File: config.mk
export PLATFORM = sky130hd
export DESIGN_NAME = complete_ruler_search
export DESIGN_NICKNAME = d
export VERILOG_FILES = /design/src/crs_pkg.sv /design/src/crs_ctrl.sv /design/src/crs_dpath.sv /design/src/complete_ruler_search.sv
export SDC_FILE = /design/constraint.sdc
export NUM_CORES = 1
export LEC_CHECK = 0
export ABC_AREA = 1
export BUFFER_PORTS_ARGS = -buffer_cell sky130_fd_sc_hd__buf_2
export CORE_ASPECT_RATIO = 0.9
export CORE_MARGIN = 2
export CORE_UTILIZATION = 50
export CTS_CLUSTER_DIAMETER = 80
export DETAILED_ROUTE_END_ITERATION = 10
export PLACE_DENSITY_LB_ADDON = 0.05
export SYNTH_ARGS = -nofsm -noshare
export SYNTH_HDL_FRONTEND = slang
export SYNTH_SLANG_ARGS = --single-unit
File: constraint.sdc
create_clock -name clk -period 4.9 [get_ports clk]
set_input_delay 0.98 -clock clk [delete_from_list [all_inputs] [get_ports clk]]
set_output_delay 0.98 -clock clk [all_outputs]
set_load 0.03 [all_outputs]
File: src/crs_pkg.sv
// Shared types and constants for the complete ruler search block.
`default_nettype none

package crs_pkg;

	localparam int DEF_WORD_BITS = 32;

	typedef struct packed {
		logic [4:0] ruler_length;
		logic [4:0] mark_count;
	} req_word_t;

	typedef struct packed {
		logic        found;
		logic [31:0] mark_pattern;
	} rsp_word_t;

	typedef enum logic [2:0] {
		ST_IDLE,
		ST_COVER,
		ST_MARK,
		ST_TRY,
		ST_FINISH
	} state_t;

	// controller -> datapath
	typedef struct packed {
		logic load;
		logic cov_step;
		logic mark_hit;
		logic adv_start;
		logic mark_calc;
		logic take;
		logic skip;
		logic emit;
	} ctrl_cmd_t;

	// datapath -> controller
	typedef struct packed {
		logic bad;
		logic cov_end;
		logic hit;
		logic blocked;
		logic exhausted;
	} dp_stat_t;

endpackage

`default_nettype wire

File: src/crs_ctrl.sv
// Sequencing state machine and response valid flag for the ruler search.
`default_nettype none

module crs_ctrl (
	input  wire logic                 clk,
	input  wire logic                 arst_n,
	input  wire logic                 req_valid,
	output logic                      req_ready,
	output logic                      rsp_valid,
	input  wire logic                 rsp_ready,
	input  wire crs_pkg::dp_stat_t    stat,
	output crs_pkg::ctrl_cmd_t        cmd
);

	crs_pkg::state_t state_q;
	crs_pkg::state_t state_nxt;
	logic            rsp_valid_q;
	logic            out_free;

	assign out_free  = !rsp_valid_q || rsp_ready;
	assign rsp_valid = rsp_valid_q;

	always_ff @(posedge clk or negedge arst_n) begin
		if (!arst_n) begin
			state_q     <= crs_pkg::ST_IDLE;
			rsp_valid_q <= 1'b0;
		end else begin
			state_q <= state_nxt;
			if (cmd.emit) begin
				rsp_valid_q <= 1'b1;
			end else if (rsp_ready) begin
				rsp_valid_q <= 1'b0;
			end
		end
	end

	always_comb begin
		state_nxt = state_q;
		unique case (state_q)
			crs_pkg::ST_IDLE: begin
				if (req_valid) state_nxt = crs_pkg::ST_COVER;
			end
			crs_pkg::ST_COVER: begin
				priority if (stat.bad) state_nxt = crs_pkg::ST_FINISH;
				else if (stat.cov_end && stat.hit) state_nxt = crs_pkg::ST_FINISH;
				else if (stat.cov_end) state_nxt = crs_pkg::ST_MARK;
				else state_nxt = crs_pkg::ST_COVER;
			end
			crs_pkg::ST_MARK: begin
				state_nxt = crs_pkg::ST_TRY;
			end
			crs_pkg::ST_TRY: begin
				priority if (!stat.blocked) state_nxt = crs_pkg::ST_COVER;
				else if (stat.exhausted) state_nxt = crs_pkg::ST_FINISH;
				else state_nxt = crs_pkg::ST_MARK;
			end
			crs_pkg::ST_FINISH: begin
				if (out_free) state_nxt = crs_pkg::ST_IDLE;
			end
			default: state_nxt = crs_pkg::ST_IDLE;
		endcase
	end

	always_comb begin
		cmd       = '0;
		req_ready = 1'b0;
		unique case (state_q)
			crs_pkg::ST_IDLE: begin
				req_ready = 1'b1;
				cmd.load  = req_valid;
			end
			crs_pkg::ST_COVER: begin
				if (!stat.bad) begin
					cmd.cov_step  = !stat.cov_end;
					cmd.mark_hit  = stat.cov_end && stat.hit;
					cmd.adv_start = stat.cov_end && !stat.hit;
				end
			end
			crs_pkg::ST_MARK: begin
				cmd.mark_calc = 1'b1;
			end
			crs_pkg::ST_TRY: begin
				cmd.take = !stat.blocked;
				cmd.skip = stat.blocked && !stat.exhausted;
			end
			crs_pkg::ST_FINISH: begin
				cmd.emit = out_free;
			end
			default: begin
				cmd = '0;
			end
		endcase
	end

`ifndef SYNTHESIS
	a_accept_starts: assert property (@(posedge clk) disable iff (!arst_n)
		(req_valid && req_ready) |=> (state_q == crs_pkg::ST_COVER))
		else $error("accepted request did not start a search");

	a_rsp_held: assert property (@(posedge clk) disable iff (!arst_n)
		(rsp_valid_q && !rsp_ready) |=> rsp_valid_q)
		else $error("pending response dropped");

	a_finish_waits: assert property (@(posedge clk) disable iff (!arst_n)
		(state_q == crs_pkg::ST_FINISH && rsp_valid_q && !rsp_ready)
		|=> (state_q == crs_pkg::ST_FINISH))
		else $error("result overwrote a pending response");
`endif

endmodule

`default_nettype wire

File: src/crs_dpath.sv
// Candidate, coverage and advance registers of the ruler search.
`default_nettype none

module crs_dpath #(
	parameter int WORD_BITS = crs_pkg::DEF_WORD_BITS
) (
	input  wire logic                 clk,
	input  wire logic                 arst_n,
	input  wire crs_pkg::req_word_t   req_word,
	input  wire crs_pkg::ctrl_cmd_t   cmd,
	output crs_pkg::dp_stat_t         stat,
	output crs_pkg::rsp_word_t        rsp_word
);

	localparam int SW = $clog2(WORD_BITS);
	localparam logic [WORD_BITS-1:0] ONES = '1;
	localparam logic [WORD_BITS-1:0] ONE  = WORD_BITS'(1);

	// load-time decode
	logic [4:0]           ld_len;
	logic [4:0]           ld_mc;
	logic [4:0]           ld_inner;
	logic                 ld_bad;
	logic [WORD_BITS-1:0] ld_far;
	logic [WORD_BITS-1:0] ld_full;
	logic [WORD_BITS-1:0] ld_r;

	logic                 bad_q;
	logic                 hit_q;
	logic [4:0]           inner_q;
	logic [4:0]           m_q;
	logic [WORD_BITS-1:0] far_q;
	logic [WORD_BITS-1:0] full_q;
	logic [WORD_BITS-1:0] r_q;
	logic [WORD_BITS-1:0] w_q;
	logic [WORD_BITS-1:0] cov_q;
	logic [WORD_BITS-1:0] s_q;
	logic [WORD_BITS-1:0] mark_q;
	logic [WORD_BITS-1:0] lim_q;
	crs_pkg::rsp_word_t   rsp_q;

	logic [WORD_BITS-1:0] w_shl;
	logic [WORD_BITS-1:0] mark_dec;
	logic [WORD_BITS-1:0] pack;
	logic [WORD_BITS-1:0] nxt_r;
	logic [WORD_BITS-1:0] mark_shr;
	logic [5:0]           m_inc;

	assign ld_len   = req_word.ruler_length;
	assign ld_mc    = req_word.mark_count;
	assign ld_inner = ld_mc - 5'd1;
	assign ld_bad   = (ld_mc == 5'd0) || (ld_mc > ld_len) || (int'(ld_len) >= WORD_BITS);
	assign ld_far   = ONE << SW'(WORD_BITS - int'(ld_len));
	assign ld_full  = ~(ONES >> ld_len);
	assign ld_r     = ~(ONES >> ld_inner);

	assign w_shl    = w_q << 1;
	assign m_inc    = 6'(m_q) + 6'd1;
	assign mark_shr = mark_q >> 1;
	// run of m+1 marks, the moved mark first, packed directly below the mark's old bit
	assign mark_dec = mark_q - ONE;
	assign pack     = mark_dec & ~(mark_dec >> m_inc);
	assign nxt_r    = (s_q ^ mark_q) | pack;

	assign stat.bad       = bad_q;
	assign stat.cov_end   = (w_q == '0);
	assign stat.hit       = (cov_q == full_q);
	assign stat.blocked   = (mark_shr == '0) || (mark_shr == lim_q);
	assign stat.exhausted = (m_inc >= 6'(inner_q));

	assign rsp_word = rsp_q;

	always_ff @(posedge clk) begin
		if (cmd.load) begin
			bad_q   <= ld_bad;
			inner_q <= ld_inner;
			far_q   <= ld_far;
			full_q  <= ld_full;
			r_q     <= ld_r;
			w_q     <= ld_r | ld_far;
			cov_q   <= ld_r | ld_far;
			hit_q   <= 1'b0;
		end
		if (cmd.cov_step) begin
			w_q <= w_shl;
			if (w_q[WORD_BITS-1]) cov_q <= cov_q | w_shl;
		end
		if (cmd.mark_hit) hit_q <= 1'b1;
		if (cmd.adv_start) begin
			s_q   <= r_q;
			m_q   <= '0;
			lim_q <= far_q;
		end
		if (cmd.mark_calc) mark_q <= s_q & (~s_q + ONE);
		if (cmd.take) begin
			r_q   <= nxt_r;
			w_q   <= nxt_r | far_q;
			cov_q <= nxt_r | far_q;
		end
		if (cmd.skip) begin
			s_q   <= s_q ^ mark_q;
			m_q   <= m_q + 5'd1;
			lim_q <= lim_q << 1;
		end
	end

	// response register, cleared at reset
	always_ff @(posedge clk or negedge arst_n) begin
		if (!arst_n) begin
			rsp_q <= '0;
		end else if (cmd.emit) begin
			rsp_q.found        <= hit_q;
			rsp_q.mark_pattern <= hit_q ? 32'(r_q) : 32'd0;
		end
	end

`ifndef SYNTHESIS
	a_mark_onehot: assert property (@(posedge clk) disable iff (!arst_n)
		cmd.mark_calc |=> $onehot0(mark_q))
		else $error("isolated mark is not a single bit");

	a_take_keeps_marks: assert property (@(posedge clk) disable iff (!arst_n)
		cmd.take |=> ($countones(r_q) == $countones($past(r_q))))
		else $error("advance changed the number of marks");

	a_cov_keeps_far: assert property (@(posedge clk) disable iff (!arst_n)
		(cmd.cov_step && !bad_q) |=> ((cov_q & far_q) == far_q))
		else $error("coverage lost the far mark");
`endif

endmodule

`default_nettype wire

File: src/complete_ruler_search.sv
// Top level of the complete ruler search: controller plus datapath.
//
// Usage:
//  req channel (req_valid/req_ready/req_word) takes one word holding a ruler
//  length L and a mark count M. rsp channel (rsp_valid/rsp_ready/rsp_word)
//  returns one word per request: found, and the interior marks as a bit word
//  (bit 32-i set = mark at distance i), zero when nothing was found or the
//  request was invalid (M = 0, M > L, or L not held in the word).
//  Candidates are enumerated from the packed start; each is checked by a
//  shift-and-OR coverage unit, one bit position per cycle, and the advance
//  step then examines the marks in turn, each in a mark and a try state,
//  until one can move. The worst case runs to roughly C(30,15) candidates.
//  Invalid requests (checked at load) are answered without a search.
//  One request is searched at a time. The result goes to an output register,
//  so a new request is taken while an earlier response still waits; if the
//  receiver stalls, a finished search holds until that register frees.
//  Reset (arst_n low) aborts any search and drops a pending response.
`default_nettype none

module complete_ruler_search #(
	parameter int WORD_BITS = crs_pkg::DEF_WORD_BITS
) (
	input  wire logic                clk,
	input  wire logic                arst_n,
	input  wire logic                req_valid,
	output logic                     req_ready,
	input  wire crs_pkg::req_word_t  req_word,
	output logic                     rsp_valid,
	input  wire logic                rsp_ready,
	output crs_pkg::rsp_word_t       rsp_word
);

	crs_pkg::ctrl_cmd_t cmd;   // sequencing commands
	crs_pkg::dp_stat_t  stat;  // coverage / advance flags

	crs_ctrl u_ctrl (
		.clk       (clk),
		.arst_n    (arst_n),
		.req_valid (req_valid),
		.req_ready (req_ready),
		.rsp_valid (rsp_valid),
		.rsp_ready (rsp_ready),
		.stat      (stat),
		.cmd       (cmd)
	);

	// word width follows WORD_BITS; mark word is truncated/extended to 32 bits
	crs_dpath #(
		.WORD_BITS (WORD_BITS)
	) u_dpath (
		.clk      (clk),
		.arst_n   (arst_n),
		.req_word (req_word),
		.cmd      (cmd),
		.stat     (stat),
		.rsp_word (rsp_word)
	);

endmodule

`default_nettype wire
==> summary.md <==
| Metric | Value |
|---|---|
| R2R Setup Slk | `1.23 ns` |
| Layout filler cell count | `3,425` |
| CP endpoint kind | `flip-flop` |
| PD cells | `407 nW/µm²` |
| Routed vias/inst | `5.97` |
| Port bufs | `48` |
| Status | `finished clean` |
| Hold Vio Cnt, Final | `0` |
| GRT Overall Usage | `33.7%` |
| Aggregate global routing overflow | `0` |
| Worst slew pin tran | `1.17 ns` |
| Cell Chain, Critical Path | `nor4_1 > nand4_1 > nor2_1 > inv_1 > nor2_1 > buf_4 > nand2_1 > nand2_2 > buf_12` |
| Ys flop type | `edfxtp_1` |
| Cell repeated most along the worst path | `nor2_1` |
| Register bit count reported by yosys | `304` |
| Number of core rows | `66` |
| Fmax achieved | `273 MHz` |
| First DRT Iteration DRCs | `2,360` |
| Syn_nets | `2,385` |
| Via Count | `17,000` |
| CTS root buf | `clkbuf_16` |
| Final max-slew violation count | `0` |
| Post-synthesis area per instance | `7.76 µm²` |
| Max cap viols | `0` |
| Crit-path max FO | `41` |
| Class of the worst hold path | `reg2reg` |
| Critical path depth | `9` |
| Crit-path slowest cell | `nand2_2` |
| CTS max path bufs | `3` |
| CTS tree | `built` |
| Critical Path RT | `5.09 ns` |
| Worst-skew pair later-pin latency | `0.53 ns` |
| Crit path max-delay family | `simple AND/OR/NAND/NOR gates` |
| CP max stage delay | `0.65 ns` |
| Yosys cell types | `51` |
| CTS Buf Count | `35` |
| CTS Hold Bufs | `0` |
| Antenna Cells | `0` |
| Initial antenna violation count | `1` |
| Pleak | `0.00873 µW` |
| Die ar. | `38,100 µm²` |
| Post-synthesis cell count | `2,353` |
| EDFF count, synth | `234` |
| Skew final | `0.0256 ns` |
| Clock sink total | `304` |
| First-pass GRT wire length | `94.5 mm` |
| Setup tns final | `0 ns` |
| VDD IR max | `0.292 mV` |
| Post-synthesis sequential area ratio | `47.2%` |
| WP buf/inv | `3` |
| Final WL | `64.3 mm` |
| Cts repair resizes | `0` |
| Slew Limit Headroom | `22.0%` |
| DR WL/cell | `22.5 µm` |
| Hpwl dp | `48.8 mm` |
| # Post-CTS Setup Buffers | `0` |
| Remaining DRCs | `0` |
| H-tree levels | `2` |
| Initial core utilization | `50.6%` |
| RSZ-0062 raised after global routing | `no` |
| Antenna viol nets, final | `0` |
| Largest net degree at the start of global routing | `72` |
| Yosys warnings | `0` |
| Clock transition at path regs | `0.06 ns` |
| Vias in the first global route | `15,300` |
| Post-Syn Area | `18,300 µm²` |
| Core Box Area | `36,100 µm²` |
| Endpoints failing setup | `0` |
| Min Hold Slack | `0.474 ns` |
| Final #Nets | `2,386` |
| Worst Hold Depth | `2` |
| Die Height | `185 µm` |
| Syn-to-layout area delta | `9.38%` |
| Startpoint types | `flip-flop` |
| I/O pin cnt | `49` |
| Clock period minus worst slack | `3.67 ns` |
| Async SR Flop Fraction | `12.2%` |
| CP arrival | `3.85 ns` |
| Worst R2R Path Depth | `9` |
| Gpl congestion | `0.980` |
| Tcrit/Tclk final | `74.8%` |
| Drt first pass iters | `6` |
| Share of cells above drive strength 1 | `8.41%` |
| WS Path Type | `reg2reg` |
| Die W | `205 µm` |
==> cell families after synthesis <==
logic type | Yosys count | share of synthesized area (%)
adder cells (fa/ha/maj) | 18 | 1.23
buffers and inverters | 304 | 6.78
flip-flops | 304 | 47.2
AO/OA/AOI/OAI | 300 | 8.99
XOR/XNOR | 70 | 3.36
AND/OR/NAND/NOR | 1357 | 32.4
==> report_power, final <==
group | total (µW) | internal [µW] | switching (µW) | leakage (µW)
logic | 1710 | 561 | 1140 | 0.00507
registers | 3800 | 3400 | 401 | 0.00311
clock network | 2620 | 1560 | 1060 | 0.000557
==> metal layers <==
| metal | part of all wire, % | routed length, µm | track usage [%] |
|---|---|---|---|
| met5 | 0.042 | 27 | 0 |
| met4 | 1.8 | 1140 | 6.07 |
| met3 | 11 | 7090 | 8.74 |
| met2 | 43 | 27500 | 50.0 |
| met1 | 44 | 28500 | 49.8 |
==> tightest hold or removal path: cells and delay by family, from the launching register on <==
family	cells	cell delay, ns
AOI/OAI and AO/OA	1	0.05
DFF	1	0.34
and+or+nand+nor	1	0.05
==> worst paths after layout <==
check / startpoint / endpoint
setup / recovery: u_dpath.w_q[21] / u_dpath.s_q[31]
hold / removal: u_dpath.rsp_word[32] / u_dpath.rsp_word[32]
setup reg to reg: u_dpath.w_q[21] / u_dpath.s_q[31]
hold reg to reg: u_dpath.rsp_word[32] / u_dpath.rsp_word[32]
max in group asynchronous: arst_n / u_ctrl.rsp_valid
min in group asynchronous: arst_n / u_dpath.rsp_word[25]
==> sequential cells by signal, indices dropped and copies added, names as in the netlist, 31 cells and up <==
register / count
u_dpath.full_q: 31
u_dpath.s_q: 32
u_dpath.rsp_word: 33
u_dpath.far_q: 32
u_dpath.w_q: 32
u_dpath.lim_q: 32
u_dpath.r_q: 32
u_dpath.mark_q: 32
u_dpath.cov_q: 32
==> cell type report <==
class / instances / area (µm²) / area share [%]
Clock inverter: 10 / 103 / 0.514
Multi-Input combinational cell: 1745 / 8440 / 42.2
Timing Repair Buffer: 79 / 485 / 2.43
Sequential cell: 304 / 8610 / 43.1
Inverter: 189 / 709 / 3.55
Tap cell: 476 / 596 / 2.98
Clock buffer: 50 / 1020 / 5.13
==> cells in the final DEF (no fill, tap or decap), drive strengths merged <==
master     n
dfxtp     33
o21a       1
o211ai    10
bufinv     2
o2bb2ai    1
a21o       1
dfrtp     37
xnor2     46
a211oi     1
clkinv    12
xor2      24
nor2     220
nand3    316
clkbuf    50
nand3b     2
nand2    690
o22ai      1
edfxtp   234
buf       79
nor3      34
o21bai     1
o31ai      2
inv      185
o32ai      1
ha        18
o211a      1
a21boi     1
a21oi     47
o21ai    218
nor3b      2
nor4      19
and2       4
o311ai    14
or2       18
nand4     52
==> Yosys cell counts (2+ instances only) <==
library cell | count | area (µm²)
buf_1 | 11 | 41.3
nand3_1 | 311 | 1560
a21oi_1 | 47 | 235
xnor2_1 | 46 | 403
nor3_1 | 32 | 160
o211ai_1 | 10 | 75.1
buf_4 | 3 | 22.5
xor2_1 | 24 | 210
nand2_1 | 682 | 2560
or2_1 | 2 | 12.5
nor3b_1 | 2 | 15.0
dfrtp_1 | 37 | 926
o31ai_1 | 2 | 15.0
buf_2 | 32 | 160
nor4_1 | 18 | 113
buf_6 | 6 | 67.6
o311ai_0 | 13 | 114
o21ai_1 | 49 | 245
and2_1 | 4 | 25.0
nand2_2 | 7 | 43.8
nor2_4 | 5 | 56.3
edfxtp_1 | 234 | 7030
or2_2 | 15 | 93.8
nor2_1 | 202 | 758
nor2_2 | 13 | 81.3
ha_1 | 18 | 225
clkinv_1 | 5 | 18.8
o21ai_2 | 7 | 61.3
nor3_2 | 2 | 20.0
nand3b_1 | 2 | 15.0
inv_2 | 8 | 30.0
dfxtp_1 | 33 | 661
inv_1 | 176 | 661
nand4_1 | 52 | 325
clkbuf_1 | 63 | 236
nand3_2 | 4 | 40.0
o21ai_0 | 162 | 811
==> through the flow <==
step | instances | total power [µW] | instance area, µm² | setup WS, ns | utilization (%)
2_1_floorplan | 2353 | 4930 | 18300 | 0.679 | -
3_3_place_gp | 2793 | 5470 | 18800 | 1.22 | 52.2
3_5_place_dp | 2793 | 5510 | 18800 | 1.18 | 52.2
4_1_cts | 2853 | 8120 | 20000 | 1.29 | 55.3
5_1_grt | 2853 | 8510 | 20000 | 0.852 | 55.3
6_report | 2853 | 8120 | 20000 | 1.23 | 55.3
Power figures use the tool's default switching activity.
